**src/rtl/core/rhfs_pkg.sv**
```systemverilog
// shared types, constants and helpers for the rainbow hsb fade sequencer
package rhfs_pkg;

  localparam int DEF_COUNT_BITS    = 16;
  localparam int DEF_FRACTION_BITS = 16;

  localparam int LERP_W     = 16;
  localparam int SEG_W      = 4;
  localparam int PAL_SIZE   = 9;
  localparam int DIV_RADIX  = 4;
  localparam int CFG_IDX_W  = 2;

  localparam logic [SEG_W-1:0] SEG_RED    = 4'd0;
  localparam logic [SEG_W-1:0] SEG_ORANGE = 4'd1;
  localparam logic [SEG_W-1:0] SEG_YELLOW = 4'd2;
  localparam logic [SEG_W-1:0] SEG_GREEN  = 4'd3;
  localparam logic [SEG_W-1:0] SEG_BLUE   = 4'd4;
  localparam logic [SEG_W-1:0] SEG_INDIGO = 4'd5;
  localparam logic [SEG_W-1:0] SEG_VIOLET = 4'd6;
  localparam logic [SEG_W-1:0] SEG_WHITE  = 4'd7;
  localparam logic [SEG_W-1:0] SEG_BLACK  = 4'd8;

  localparam logic [CFG_IDX_W-1:0] CFG_LERP_TICKS      = 2'd0;
  localparam logic [CFG_IDX_W-1:0] CFG_USE_WHITE_BLACK = 2'd1;
  localparam logic [CFG_IDX_W-1:0] CFG_REVERSE_MODE    = 2'd2;

  localparam logic [LERP_W-1:0] RST_LERP_TICKS      = 16'd1000;
  localparam logic              RST_USE_WHITE_BLACK = 1'b1;
  localparam logic              RST_REVERSE_MODE    = 1'b0;

  localparam logic [7:0] DIV_BY_255 = 8'd255;

  typedef enum logic [2:0] {
    S_IDLE,
    S_SETUP,
    S_MUL,
    S_DIV,
    S_STORE,
    S_HUE,
    S_OUT
  } state_t;

  // interpolation of h, s, v, then the sector products p, s*rem, q, s*(1-rem), t
  typedef enum logic [2:0] {
    OP_IH,
    OP_IS,
    OP_IV,
    OP_P,
    OP_A,
    OP_Q,
    OP_B,
    OP_T
  } op_t;

  typedef struct packed {
    logic start;
    logic setup;
    logic mul;
    logic div_step;
    logic store;
    logic hue;
    logic finish;
    op_t  op;
  } rhfs_cmd_t;

  typedef struct packed {
    logic div_done;
  } rhfs_stat_t;

  function automatic logic [SEG_W-1:0] next_segment(input logic [SEG_W-1:0] s,
                                                    input logic wb,
                                                    input logic rev);
    logic [SEG_W-1:0] n;
    if (!rev) begin
      if (s <= SEG_INDIGO) n = s + SEG_W'(1);
      else if (s == SEG_VIOLET) n = wb ? SEG_WHITE : SEG_RED;
      else if (s == SEG_WHITE) n = SEG_BLACK;
      else n = SEG_RED;
    end else begin
      if (s >= SEG_ORANGE && s <= SEG_VIOLET) n = s - SEG_W'(1);
      else if (s == SEG_RED) n = wb ? SEG_WHITE : SEG_VIOLET;
      else if (s == SEG_WHITE) n = SEG_BLACK;
      else n = SEG_VIOLET;
    end
    return n;
  endfunction

endpackage

```
**src/rtl/core/rainbow_hsb_fade_sequencer.sv**
```systemverilog
// top level: configuration registers, sequencer and datapath
// Each request is one time tick and yields one rgb colour plus the segment it belongs to.
// One request is worked at a time through eight multiply-and-divide passes on a single
// shared multiplier and a radix-16 restoring divider: three for the hue, saturation and
// brightness fades and five for the sector products of the hsb to rgb conversion. A
// finished result waits in the output step while the previous result has not been taken; a
// new request may be accepted while the previous result still waits on the output.
module rainbow_hsb_fade_sequencer import rhfs_pkg::*; #(
  parameter int COUNT_BITS    = DEF_COUNT_BITS,
  parameter int FRACTION_BITS = DEF_FRACTION_BITS
) (
  input  logic                 clk,
  input  logic                 rst_n,
  input  logic                 in_valid,
  output logic                 in_ready,
  input  logic                 in_restart,
  output logic                 out_valid,
  input  logic                 out_ready,
  output logic [7:0]           out_red,
  output logic [7:0]           out_green,
  output logic [7:0]           out_blue,
  output logic [SEG_W-1:0]     out_segment,
  output logic                 out_segment_end,
  input  logic                 cfg_we,
  input  logic [CFG_IDX_W-1:0] cfg_index,
  input  logic [LERP_W-1:0]    cfg_wdata
);

  logic [LERP_W-1:0] lerp_ticks_r;
  logic              use_white_black_r;
  logic              reverse_mode_r;

  rhfs_cmd_t  cmd;
  rhfs_stat_t stat;

  always_ff @(posedge clk) begin
    if (!rst_n) begin
      lerp_ticks_r      <= RST_LERP_TICKS;
      use_white_black_r <= RST_USE_WHITE_BLACK;
      reverse_mode_r    <= RST_REVERSE_MODE;
    end else if (cfg_we) begin
      unique case (cfg_index)
        CFG_LERP_TICKS:      lerp_ticks_r      <= cfg_wdata;
        CFG_USE_WHITE_BLACK: use_white_black_r <= cfg_wdata[0];
        CFG_REVERSE_MODE:    reverse_mode_r    <= cfg_wdata[0];
        default: ;
      endcase
    end
  end

  rhfs_ctrl u_ctrl (
    .clk       (clk),
    .rst_n     (rst_n),
    .in_valid  (in_valid),
    .in_ready  (in_ready),
    .out_valid (out_valid),
    .out_ready (out_ready),
    .stat      (stat),
    .cmd       (cmd)
  );

  rhfs_datapath #(
    .COUNT_BITS    (COUNT_BITS),
    .FRACTION_BITS (FRACTION_BITS)
  ) u_datapath (
    .clk             (clk),
    .rst_n           (rst_n),
    .cmd             (cmd),
    .stat            (stat),
    .in_restart      (in_restart),
    .lerp_ticks      (lerp_ticks_r),
    .use_white_black (use_white_black_r),
    .reverse_mode    (reverse_mode_r),
    .red             (out_red),
    .green           (out_green),
    .blue            (out_blue),
    .segment         (out_segment),
    .segment_end     (out_segment_end)
  );

endmodule

```
**src/rtl/core/rhfs_ctrl.sv**
```systemverilog
// sequencing state machine: request handshake, op order, divider wait, result register
module rhfs_ctrl import rhfs_pkg::*; (
  input  logic       clk,
  input  logic       rst_n,
  input  logic       in_valid,
  output logic       in_ready,
  output logic       out_valid,
  input  logic       out_ready,
  input  rhfs_stat_t stat,
  output rhfs_cmd_t  cmd
);

  state_t state_r, state_nxt;
  op_t    op_r, op_nxt;
  logic   out_valid_r, out_valid_nxt;

  always_ff @(posedge clk) begin
    if (!rst_n) begin
      state_r     <= S_IDLE;
      op_r        <= OP_IH;
      out_valid_r <= 1'b0;
    end else begin
      state_r     <= state_nxt;
      op_r        <= op_nxt;
      out_valid_r <= out_valid_nxt;
    end
  end

  always_comb begin
    state_nxt     = state_r;
    op_nxt        = op_r;
    out_valid_nxt = out_valid_r && !out_ready;
    in_ready      = 1'b0;
    cmd           = '0;
    cmd.op        = op_r;
    unique case (state_r)
      S_IDLE: begin
        in_ready = 1'b1;
        if (in_valid) begin
          cmd.start = 1'b1;
          state_nxt = S_SETUP;
        end
      end
      S_SETUP: begin
        cmd.setup = 1'b1;
        op_nxt    = OP_IH;
        state_nxt = S_MUL;
      end
      S_MUL: begin
        cmd.mul   = 1'b1;
        state_nxt = S_DIV;
      end
      S_DIV: begin
        cmd.div_step = 1'b1;
        if (stat.div_done) state_nxt = S_STORE;
      end
      S_STORE: begin
        cmd.store = 1'b1;
        unique case (op_r)
          OP_IH: op_nxt = OP_IS;
          OP_IS: op_nxt = OP_IV;
          OP_IV: op_nxt = OP_P;
          OP_P:  op_nxt = OP_A;
          OP_A:  op_nxt = OP_Q;
          OP_Q:  op_nxt = OP_B;
          OP_B:  op_nxt = OP_T;
          OP_T:  op_nxt = OP_IH;
          default: op_nxt = OP_IH;
        endcase
        if (op_r == OP_IV) state_nxt = S_HUE;
        else if (op_r == OP_T) state_nxt = S_OUT;
        else state_nxt = S_MUL;
      end
      S_HUE: begin
        cmd.hue   = 1'b1;
        state_nxt = S_MUL;
      end
      S_OUT: begin
        // wait until the result register is free
        if (!out_valid_r || out_ready) begin
          cmd.finish    = 1'b1;
          out_valid_nxt = 1'b1;
          state_nxt     = S_IDLE;
        end
      end
      default: state_nxt = S_IDLE;
    endcase
  end

  assign out_valid = out_valid_r;

  a_accept_to_setup: assert property (@(posedge clk) disable iff (!rst_n)
    (in_valid && in_ready) |=> (state_r == S_SETUP))
    else $error("accepted request did not enter setup");

  a_result_from_out: assert property (@(posedge clk) disable iff (!rst_n)
    $rose(out_valid_r) |-> ($past(state_r) == S_OUT))
    else $error("result shown outside the output step");

  a_last_op_wraps: assert property (@(posedge clk) disable iff (!rst_n)
    (state_r == S_STORE && op_r == OP_T) |=> (state_r == S_OUT && op_r == OP_IH))
    else $error("op sequence did not close after the last product");

endmodule

```
**src/rtl/core/rhfs_datapath.sv**
```systemverilog
// segment state, hsb endpoints, shared multiplier and radix-16 divider, hsb to rgb
module rhfs_datapath import rhfs_pkg::*; #(
  parameter int COUNT_BITS    = DEF_COUNT_BITS,
  parameter int FRACTION_BITS = DEF_FRACTION_BITS
) (
  input  logic              clk,
  input  logic              rst_n,
  input  rhfs_cmd_t         cmd,
  output rhfs_stat_t        stat,
  input  logic              in_restart,
  input  logic [LERP_W-1:0] lerp_ticks,
  input  logic              use_white_black,
  input  logic              reverse_mode,
  output logic [7:0]        red,
  output logic [7:0]        green,
  output logic [7:0]        blue,
  output logic [SEG_W-1:0]  segment,
  output logic              segment_end
);

  localparam int HW  = 8 + FRACTION_BITS;
  localparam int TB  = (COUNT_BITS < LERP_W) ? COUNT_BITS : LERP_W;
  localparam int XW  = ((COUNT_BITS > LERP_W) ? COUNT_BITS : LERP_W) + 1;
  localparam int DW  = HW + TB;
  localparam int DWP = ((DW + DIV_RADIX - 1) / DIV_RADIX) * DIV_RADIX;
  localparam int DIV_CYCLES = DWP / DIV_RADIX;
  localparam int DCW = (DIV_CYCLES > 1) ? $clog2(DIV_CYCLES) : 1;
  localparam int PW  = 2 * HW;
  localparam int XHW = HW + 3;

  localparam logic [HW-1:0] FULL = HW'(64'd255 << FRACTION_BITS);

  // hue, saturation, brightness of each palette colour, rounded to nearest
  localparam logic [HW-1:0] HSB_TAB [PAL_SIZE][3] = '{
    '{HW'(0),
      HW'(((64'd65025 << FRACTION_BITS) + 64'd127) / 64'd255),
      HW'(64'd255 << FRACTION_BITS)},
    '{HW'(((64'd32385 << FRACTION_BITS) + 64'd765) / 64'd1530),
      HW'(((64'd65025 << FRACTION_BITS) + 64'd127) / 64'd255),
      HW'(64'd255 << FRACTION_BITS)},
    '{HW'(((64'd65025 << FRACTION_BITS) + 64'd765) / 64'd1530),
      HW'(((64'd65025 << FRACTION_BITS) + 64'd127) / 64'd255),
      HW'(64'd255 << FRACTION_BITS)},
    '{HW'(((64'd130050 << FRACTION_BITS) + 64'd765) / 64'd1530),
      HW'(((64'd65025 << FRACTION_BITS) + 64'd127) / 64'd255),
      HW'(64'd255 << FRACTION_BITS)},
    '{HW'(((64'd260100 << FRACTION_BITS) + 64'd765) / 64'd1530),
      HW'(((64'd65025 << FRACTION_BITS) + 64'd127) / 64'd255),
      HW'(64'd255 << FRACTION_BITS)},
    '{HW'(((64'd151725 << FRACTION_BITS) + 64'd390) / 64'd780),
      HW'(((64'd33150 << FRACTION_BITS) + 64'd65) / 64'd130),
      HW'(64'd130 << FRACTION_BITS)},
    '{HW'(((64'd137700 << FRACTION_BITS) + 64'd324) / 64'd648),
      HW'(((64'd27540 << FRACTION_BITS) + 64'd119) / 64'd238),
      HW'(64'd238 << FRACTION_BITS)},
    '{HW'(0), HW'(0), HW'(64'd255 << FRACTION_BITS)},
    '{HW'(0), HW'(0), HW'(0)}
  };

  localparam logic [XHW-1:0] FULL_MUL [6] = '{
    XHW'(0),
    XHW'(64'd255 << FRACTION_BITS),
    XHW'(64'd510 << FRACTION_BITS),
    XHW'(64'd765 << FRACTION_BITS),
    XHW'(64'd1020 << FRACTION_BITS),
    XHW'(64'd1275 << FRACTION_BITS)
  };

  // tick state
  logic [SEG_W-1:0]      seg_r;
  logic [COUNT_BITS-1:0] elapsed_r;
  logic                  restart_r;

  // per-tick values
  logic [SEG_W-1:0] seg_cur_r, nxt_r;
  logic [TB-1:0]    len_r, tick_r;
  logic             done_r;
  logic [HW-1:0]    base_r [3];
  logic [HW-1:0]    diff_r [3];
  logic [2:0]       up_r;
  logic [HW-1:0]    cur_r  [3];

  // conversion values
  logic [2:0]    sector_r;
  logic [HW-1:0] hrem_r, p_r, sa_r, q_r, sb_r, tt_r;

  // divider
  logic [DWP-1:0] qd_r, qd_w;
  logic [TB-1:0]  rm_r, rm_w, dvs_r;
  logic [TB:0]    rm_sh;
  logic [DCW-1:0] dcnt_r;

  logic [7:0]       red_r, green_r, blue_r;
  logic [SEG_W-1:0] segment_r;
  logic             segment_end_r;

  // setup signals
  logic [SEG_W-1:0]      seg_eff, seg_lut, seg_nxt;
  logic [COUNT_BITS-1:0] ela_eff;
  logic [LERP_W-1:0]     len_one;
  logic [XW-1:0]         len_x, cmax_x, len_c_x, t_x, t_c_x;

  // multiply signals
  logic [HW-1:0]  mul_a, mul_b;
  logic [TB-1:0]  dvs;
  logic           conv;
  logic [PW-1:0]  prod;
  logic [DWP-1:0] dividend;
  logic [HW-1:0]  quo;

  // hue sector signals
  logic [HW-1:0]  hm;
  logic [XHW-1:0] hx;
  logic [2:0]     sec;

  logic [HW-1:0] ch_r, ch_g, ch_b;

  function automatic logic [7:0] round8(input logic [HW-1:0] x);
    logic [HW:0] y;
    y = {1'b0, x} + ((HW+1)'(1) << (FRACTION_BITS - 1));
    if (y[HW:FRACTION_BITS] > 9'd255) return 8'd255;
    return y[FRACTION_BITS+7:FRACTION_BITS];
  endfunction

  always_comb begin
    seg_eff = restart_r ? (reverse_mode ? SEG_VIOLET : SEG_RED) : seg_r;
    ela_eff = restart_r ? '0 : elapsed_r;
    seg_lut = (seg_eff > SEG_BLACK) ? SEG_BLACK : seg_eff;
    seg_nxt = next_segment(seg_eff, use_white_black, reverse_mode);
    len_one = (lerp_ticks == '0) ? LERP_W'(1) : lerp_ticks;
    len_x   = XW'(len_one);
    cmax_x  = (XW'(1) << COUNT_BITS) - XW'(1);
    len_c_x = (len_x > cmax_x) ? cmax_x : len_x;
    t_x     = XW'(ela_eff) + XW'(1);
    t_c_x   = (t_x > len_c_x) ? len_c_x : t_x;
  end

  always_comb begin
    mul_a = '0;
    mul_b = '0;
    dvs   = TB'(DIV_BY_255);
    conv  = 1'b1;
    unique case (cmd.op)
      OP_IH: begin
        mul_a = diff_r[0]; mul_b = HW'(tick_r); dvs = len_r; conv = 1'b0;
      end
      OP_IS: begin
        mul_a = diff_r[1]; mul_b = HW'(tick_r); dvs = len_r; conv = 1'b0;
      end
      OP_IV: begin
        mul_a = diff_r[2]; mul_b = HW'(tick_r); dvs = len_r; conv = 1'b0;
      end
      OP_P: begin
        mul_a = cur_r[2]; mul_b = FULL - cur_r[1];
      end
      OP_A: begin
        mul_a = cur_r[1]; mul_b = hrem_r;
      end
      OP_Q: begin
        mul_a = cur_r[2]; mul_b = FULL - sa_r;
      end
      OP_B: begin
        mul_a = cur_r[1]; mul_b = FULL - hrem_r;
      end
      OP_T: begin
        mul_a = cur_r[2]; mul_b = FULL - sb_r;
      end
      default: begin
        mul_a = '0;
      end
    endcase
    prod = PW'(mul_a) * PW'(mul_b);
    // division by 255 << F is a shift and then a division by 255
    dividend = conv ? DWP'(prod >> FRACTION_BITS) : DWP'(prod);
  end

  // four restoring steps per cycle
  always_comb begin
    rm_w  = rm_r;
    qd_w  = qd_r;
    rm_sh = '0;
    for (int i = 0; i < DIV_RADIX; i++) begin
      rm_sh = {rm_w, qd_w[DWP-1]};
      qd_w  = {qd_w[DWP-2:0], 1'b0};
      if (rm_sh >= {1'b0, dvs_r}) begin
        rm_sh   = rm_sh - {1'b0, dvs_r};
        qd_w[0] = 1'b1;
      end
      rm_w = rm_sh[TB-1:0];
    end
  end

  assign stat.div_done = cmd.div_step && (dcnt_r == DCW'(DIV_CYCLES - 1));
  assign quo = qd_r[HW-1:0];

  always_comb begin
    hm = (cur_r[0] >= FULL) ? cur_r[0] - FULL : cur_r[0];
    hx = (XHW'(hm) << 2) + (XHW'(hm) << 1);
    priority if (hx >= FULL_MUL[5]) sec = 3'd5;
    else if (hx >= FULL_MUL[4]) sec = 3'd4;
    else if (hx >= FULL_MUL[3]) sec = 3'd3;
    else if (hx >= FULL_MUL[2]) sec = 3'd2;
    else if (hx >= FULL_MUL[1]) sec = 3'd1;
    else sec = 3'd0;
  end

  always_comb begin
    unique case (sector_r)
      3'd1: begin ch_r = q_r;      ch_g = cur_r[2]; ch_b = p_r;      end
      3'd2: begin ch_r = p_r;      ch_g = cur_r[2]; ch_b = tt_r;     end
      3'd3: begin ch_r = p_r;      ch_g = q_r;      ch_b = cur_r[2]; end
      3'd4: begin ch_r = tt_r;     ch_g = p_r;      ch_b = cur_r[2]; end
      3'd5: begin ch_r = cur_r[2]; ch_g = p_r;      ch_b = q_r;      end
      default: begin ch_r = cur_r[2]; ch_g = tt_r;  ch_b = p_r;      end
    endcase
  end

  always_ff @(posedge clk) begin
    if (!rst_n) begin
      seg_r     <= SEG_RED;
      elapsed_r <= '0;
    end else if (cmd.finish) begin
      seg_r     <= done_r ? nxt_r : seg_cur_r;
      elapsed_r <= done_r ? '0 : COUNT_BITS'(tick_r);
    end
  end

  always_ff @(posedge clk) begin
    if (cmd.start) restart_r <= in_restart;
    if (cmd.setup) begin
      seg_cur_r <= seg_eff;
      nxt_r     <= seg_nxt;
      len_r     <= TB'(len_c_x);
      tick_r    <= TB'(t_c_x);
      done_r    <= (t_c_x == len_c_x);
      for (int c = 0; c < 3; c++) begin
        base_r[c] <= HSB_TAB[seg_lut][c];
        up_r[c]   <= HSB_TAB[seg_nxt][c] >= HSB_TAB[seg_lut][c];
        diff_r[c] <= (HSB_TAB[seg_nxt][c] >= HSB_TAB[seg_lut][c])
                   ? HSB_TAB[seg_nxt][c] - HSB_TAB[seg_lut][c]
                   : HSB_TAB[seg_lut][c] - HSB_TAB[seg_nxt][c];
      end
    end
    if (cmd.mul) begin
      qd_r   <= dividend;
      rm_r   <= '0;
      dvs_r  <= dvs;
      dcnt_r <= '0;
    end else if (cmd.div_step) begin
      qd_r   <= qd_w;
      rm_r   <= rm_w;
      dcnt_r <= dcnt_r + DCW'(1);
    end
    if (cmd.store) begin
      unique case (cmd.op)
        OP_IH: cur_r[0] <= up_r[0] ? base_r[0] + quo : base_r[0] - quo;
        OP_IS: cur_r[1] <= up_r[1] ? base_r[1] + quo : base_r[1] - quo;
        OP_IV: cur_r[2] <= up_r[2] ? base_r[2] + quo : base_r[2] - quo;
        OP_P:  p_r  <= quo;
        OP_A:  sa_r <= quo;
        OP_Q:  q_r  <= quo;
        OP_B:  sb_r <= quo;
        OP_T:  tt_r <= quo;
        default: p_r <= quo;
      endcase
    end
    if (cmd.hue) begin
      sector_r <= sec;
      hrem_r   <= HW'(hx - FULL_MUL[sec]);
      if (cur_r[1] > FULL) cur_r[1] <= FULL;
      if (cur_r[2] > FULL) cur_r[2] <= FULL;
    end
    if (cmd.finish) begin
      red_r         <= round8(ch_r);
      green_r       <= round8(ch_g);
      blue_r        <= round8(ch_b);
      segment_r     <= seg_cur_r;
      segment_end_r <= done_r;
    end
  end

  assign red         = red_r;
  assign green       = green_r;
  assign blue        = blue_r;
  assign segment     = segment_r;
  assign segment_end = segment_end_r;

  a_elapsed_in_range: assert property (@(posedge clk) disable iff (!rst_n)
    cmd.finish |=> (XW'(elapsed_r) < XW'(len_r)))
    else $error("tick count left at or past the segment length");

  a_segment_valid: assert property (@(posedge clk) disable iff (!rst_n)
    seg_r <= SEG_BLACK)
    else $error("segment index outside the palette");

endmodule
```
**config.mk**
```make
export PLATFORM = sky130hd
export DESIGN_NAME = rainbow_hsb_fade_sequencer
export DESIGN_NICKNAME = d
export VERILOG_FILES = /design/src/rtl/core/rhfs_pkg.sv /design/src/rtl/core/rainbow_hsb_fade_sequencer.sv /design/src/rtl/core/rhfs_ctrl.sv /design/src/rtl/core/rhfs_datapath.sv
export SDC_FILE = /design/constraint.sdc
export NUM_CORES = 2
export LEC_CHECK = 0
export BUFFER_PORTS_ARGS = -buffer_cell sky130_fd_sc_hd__buf_2
export CAP_MARGIN = 40
export CORE_ASPECT_RATIO = 2
export CORE_MARGIN = 2
export CORE_UTILIZATION = 38
export DETAILED_ROUTE_END_ITERATION = 10
export PLACE_DENSITY = 0.53
export SLEW_MARGIN = 20
export SYNTH_ARGS = -nofsm -noshare
export SYNTH_HDL_FRONTEND = slang
export SYNTH_SLANG_ARGS = --single-unit
```
**constraint.sdc**
```tcl
create_clock -name clk -period 9.5 [get_ports clk]
set_clock_uncertainty 0.1 [all_clocks]
set_input_delay 1.425 -clock clk [delete_from_list [all_inputs] [get_ports clk]]
set_output_delay 1.425 -clock clk [all_outputs]
set_load 0.01 [all_outputs]
```
==> results.yml <==
flow_run:
  drv_cap: 0
setup_path:
  worstPathArrival_ns: 9.79
  setup.worst_path.class: "flop to flop"
  cp_top_family: "adder cells"
  cp.depth: 36
  r2r_cells: 36
  crit_slowest_cell: "fa_1"
  slowest_delay_ns: 0.60
  cp.required_ns: 9.88
  crit_path_start_kind: "flop"
  setup.worst_path.end_class: "flop"
  critPathMaxFanout: 10
  worst-path-buf-inv: 9
layout:
  final_cell_mix: "inv_1, nand2_1, buf_4, nor2_1, fa_1"
  fin_nets: 7004
  area_growth_pct: 18.9
  layout_commonest_cell: "inv_1"
  fin_util_pct: 45.5
  drive_gt1_share_pct: 17.0
sta:
  tns_ns: 0
  fin_crit_ns: 9.41
  max_slew_margin_pct: 39.0
  tightest_slew_ns: 0.909
  holdWs_ns: 0.345
  setup_violations: 0
  rsz0062_at_grt: "true"
  fin_ws_ns: 0.0890
  finalCritPeriodShare_pct: 99.1
  hold_violations: 0
  slew_violations: 0
  max_freq_mhz: 106
synth:
  synth_seq_area_share_pct: 23.7
  muxShareOfSynthArea_pct: 2.61
  synth.net_count: 6555
  synth_top_family_by_area: "adder cells"
  syn_area_sq_mm: 0.0497
  synth_area_leaders: "fa_1, edfxtp_1, ha_1"
  synth_compound_gate_area_share_pct: 14.0
  synth_top_cell_by_area: "fa_1"
  synth_top_area_share_pct: 20.0
  synth-simple-area-share_pct: 16.1
  async_flop_share_pct: 0
  synth_xor_xnor_area_share_pct: 5.72
  synth_edf_count: 314
  yosys_register_bits: 430
  synth.distinct_cells: 98
  syn-instance-count: 5634
  synthFlopType: "edfxtp_1"
  syn_area_per_cell_sq_um: 8.81
  ys_warn_count: 0
  synth_fa_ha_area_share_pct: 30.1
placement:
  port_buffers: 54
  dp_hpwl_um: 158000
  dpl_worst_slack_ns: -0.529
  place_congestion: 1.02
routing:
  vias: 42900
  drt-total-wl_um: 194000
  ant_nets: 0
  viasPerCell: 5.49
  wl_per_cell_um: 24.8
  drcViolationCount: 0
  first_pass_iters: 6
  drtIter0Drc: 2636
die:
  die_h_um: 515
  die_x_um: 260
  dieArea_sq_mm: 0.134
  pin_count: 55
  start_util_pct: 38.3
  core_area_sq_mm: 0.130
  rows: 187
global_routing:
  grt_max_degree: 51
  grt_pass1_wl_um: 281000
  antenna_found_initial: 2
  gr-usage-all-layers_pct: 28.6
  grt_overflow: 0
  grt_pass1_vias: 45200
clock_network:
  cts_buffers: 42
  clock-root-buffer: "clkbuf_16"
  clock_sinks: 430
  clock_latency_ns: 0.63
  clock_path_buffers: 3
  cts_tree: "built"
  cts.clk_slew.worst_paths_ns: 0.07
  htreeDepth: 2
  holdBufCountCts: 0
outcome:
  status: "complete, no violations"
min_path:
  hp-class: "flop to flop"
  min_path_cells: 0
==> layout make-up <==
cell class                      count  area [sq um]
Inverter                          735          2760
Tap cell                         1701          2130
Sequential cell                   430         11800
Fill cell                       12800         70600
Antenna cell                        1          2.50
Timing Repair Buffer              674          5720
Clock inverter                     26           298
Multi-Input combinational cell   4200         35200
Clock buffer                       51          1190
==> registers in the layout (all words and copies together) (netlist names), 23 cells and up, named ones only <==
register,flops
u_datapath.sa_r,24
u_datapath.hrem_r,23
u_datapath.sb_r,24
u_datapath.diff_r,43
u_datapath.qd_r,40
u_datapath.cur_r,72
==> cell families after synthesis <==
| family | after synthesis |
|---|---|
| AND/OR/NAND/NOR | 1780 |
| AO/OA/AOI/OAI | 1076 |
| buffers and inverters | 1004 |
| adder cells (fa/ha/maj) | 897 |
| flip-flops | 430 |
| XOR/XNOR | 324 |
| multiplexers | 123 |
==> layer usage <==
layer,track usage (%),wire [um]
met1,26.3,60100
met3,2.66,7160
met5,0,10
met4,26.5,23900
met2,54.5,103000
==> path summary, 6_finish.rpt <==
kind	from	end	slack [ns]
worst max register to register	u_ctrl.op_r[0]	u_datapath.qd_r[30]	0.09
worst min-delay path	u_datapath.seg_cur_r[1]	u_datapath.segment[1]	0.35
worst min register to register	u_datapath.seg_cur_r[1]	u_datapath.segment[1]	0.35
worst max-delay path	u_ctrl.op_r[0]	u_datapath.qd_r[30]	0.09
==> cell usage after synthesis, types with 63 or more instances <==
cell and instances:
a21o_1 87, a21oi_1 360, and2_1 68, clkbuf_1 210, dfxtp_1 116, edfxtp_1 314, fa_1 495, ha_1 402
inv_1 728, mux2i_1 70, nand2_1 708, nand2b_1 65, nand3_1 63, nor2_1 534, nor3_1 66, o21ai_0 157
xnor2_1 192, xor2_1 132
==> metrics by stage <==
| step | std cells | cell area (sq um) |
|---|---|---|
| finish | 7818 | 59000 |
| global route | 7818 | 59000 |
| CTS | 7780 | 57900 |
| detailed placement | 7687 | 55800 |
| global placement | 7672 | 55600 |
| floorplan | 5634 | 49700 |
==> repair_timing <==
| action | in CTS | in global routing |
|---|---|---|
| setup endpoints to repair | 47 | 53 |
| pin swaps | 68 | 157 |
| resized for setup | 83 | 171 |
| cloned | 1 | 5 |
| setup buffers | 17 | 32 |
==> worst register-to-register path, delay by kind of cell (launching register included) <==
kind                     cells  cell delay [ns]
AO/OA/AOI/OAI               10             2.56
XOR/XNOR                     2             0.33
adder cells (fa/ha/maj)      9             3.84
buffers and inverters        9             1.34
flip-flops                   1             0.40
multiplexers                 1             0.20
AND/OR/NAND/NOR              5             0.52
Power is not shown: default switching activity piles up to over one toggle a cycle in this logic, so the estimate is an artifact.
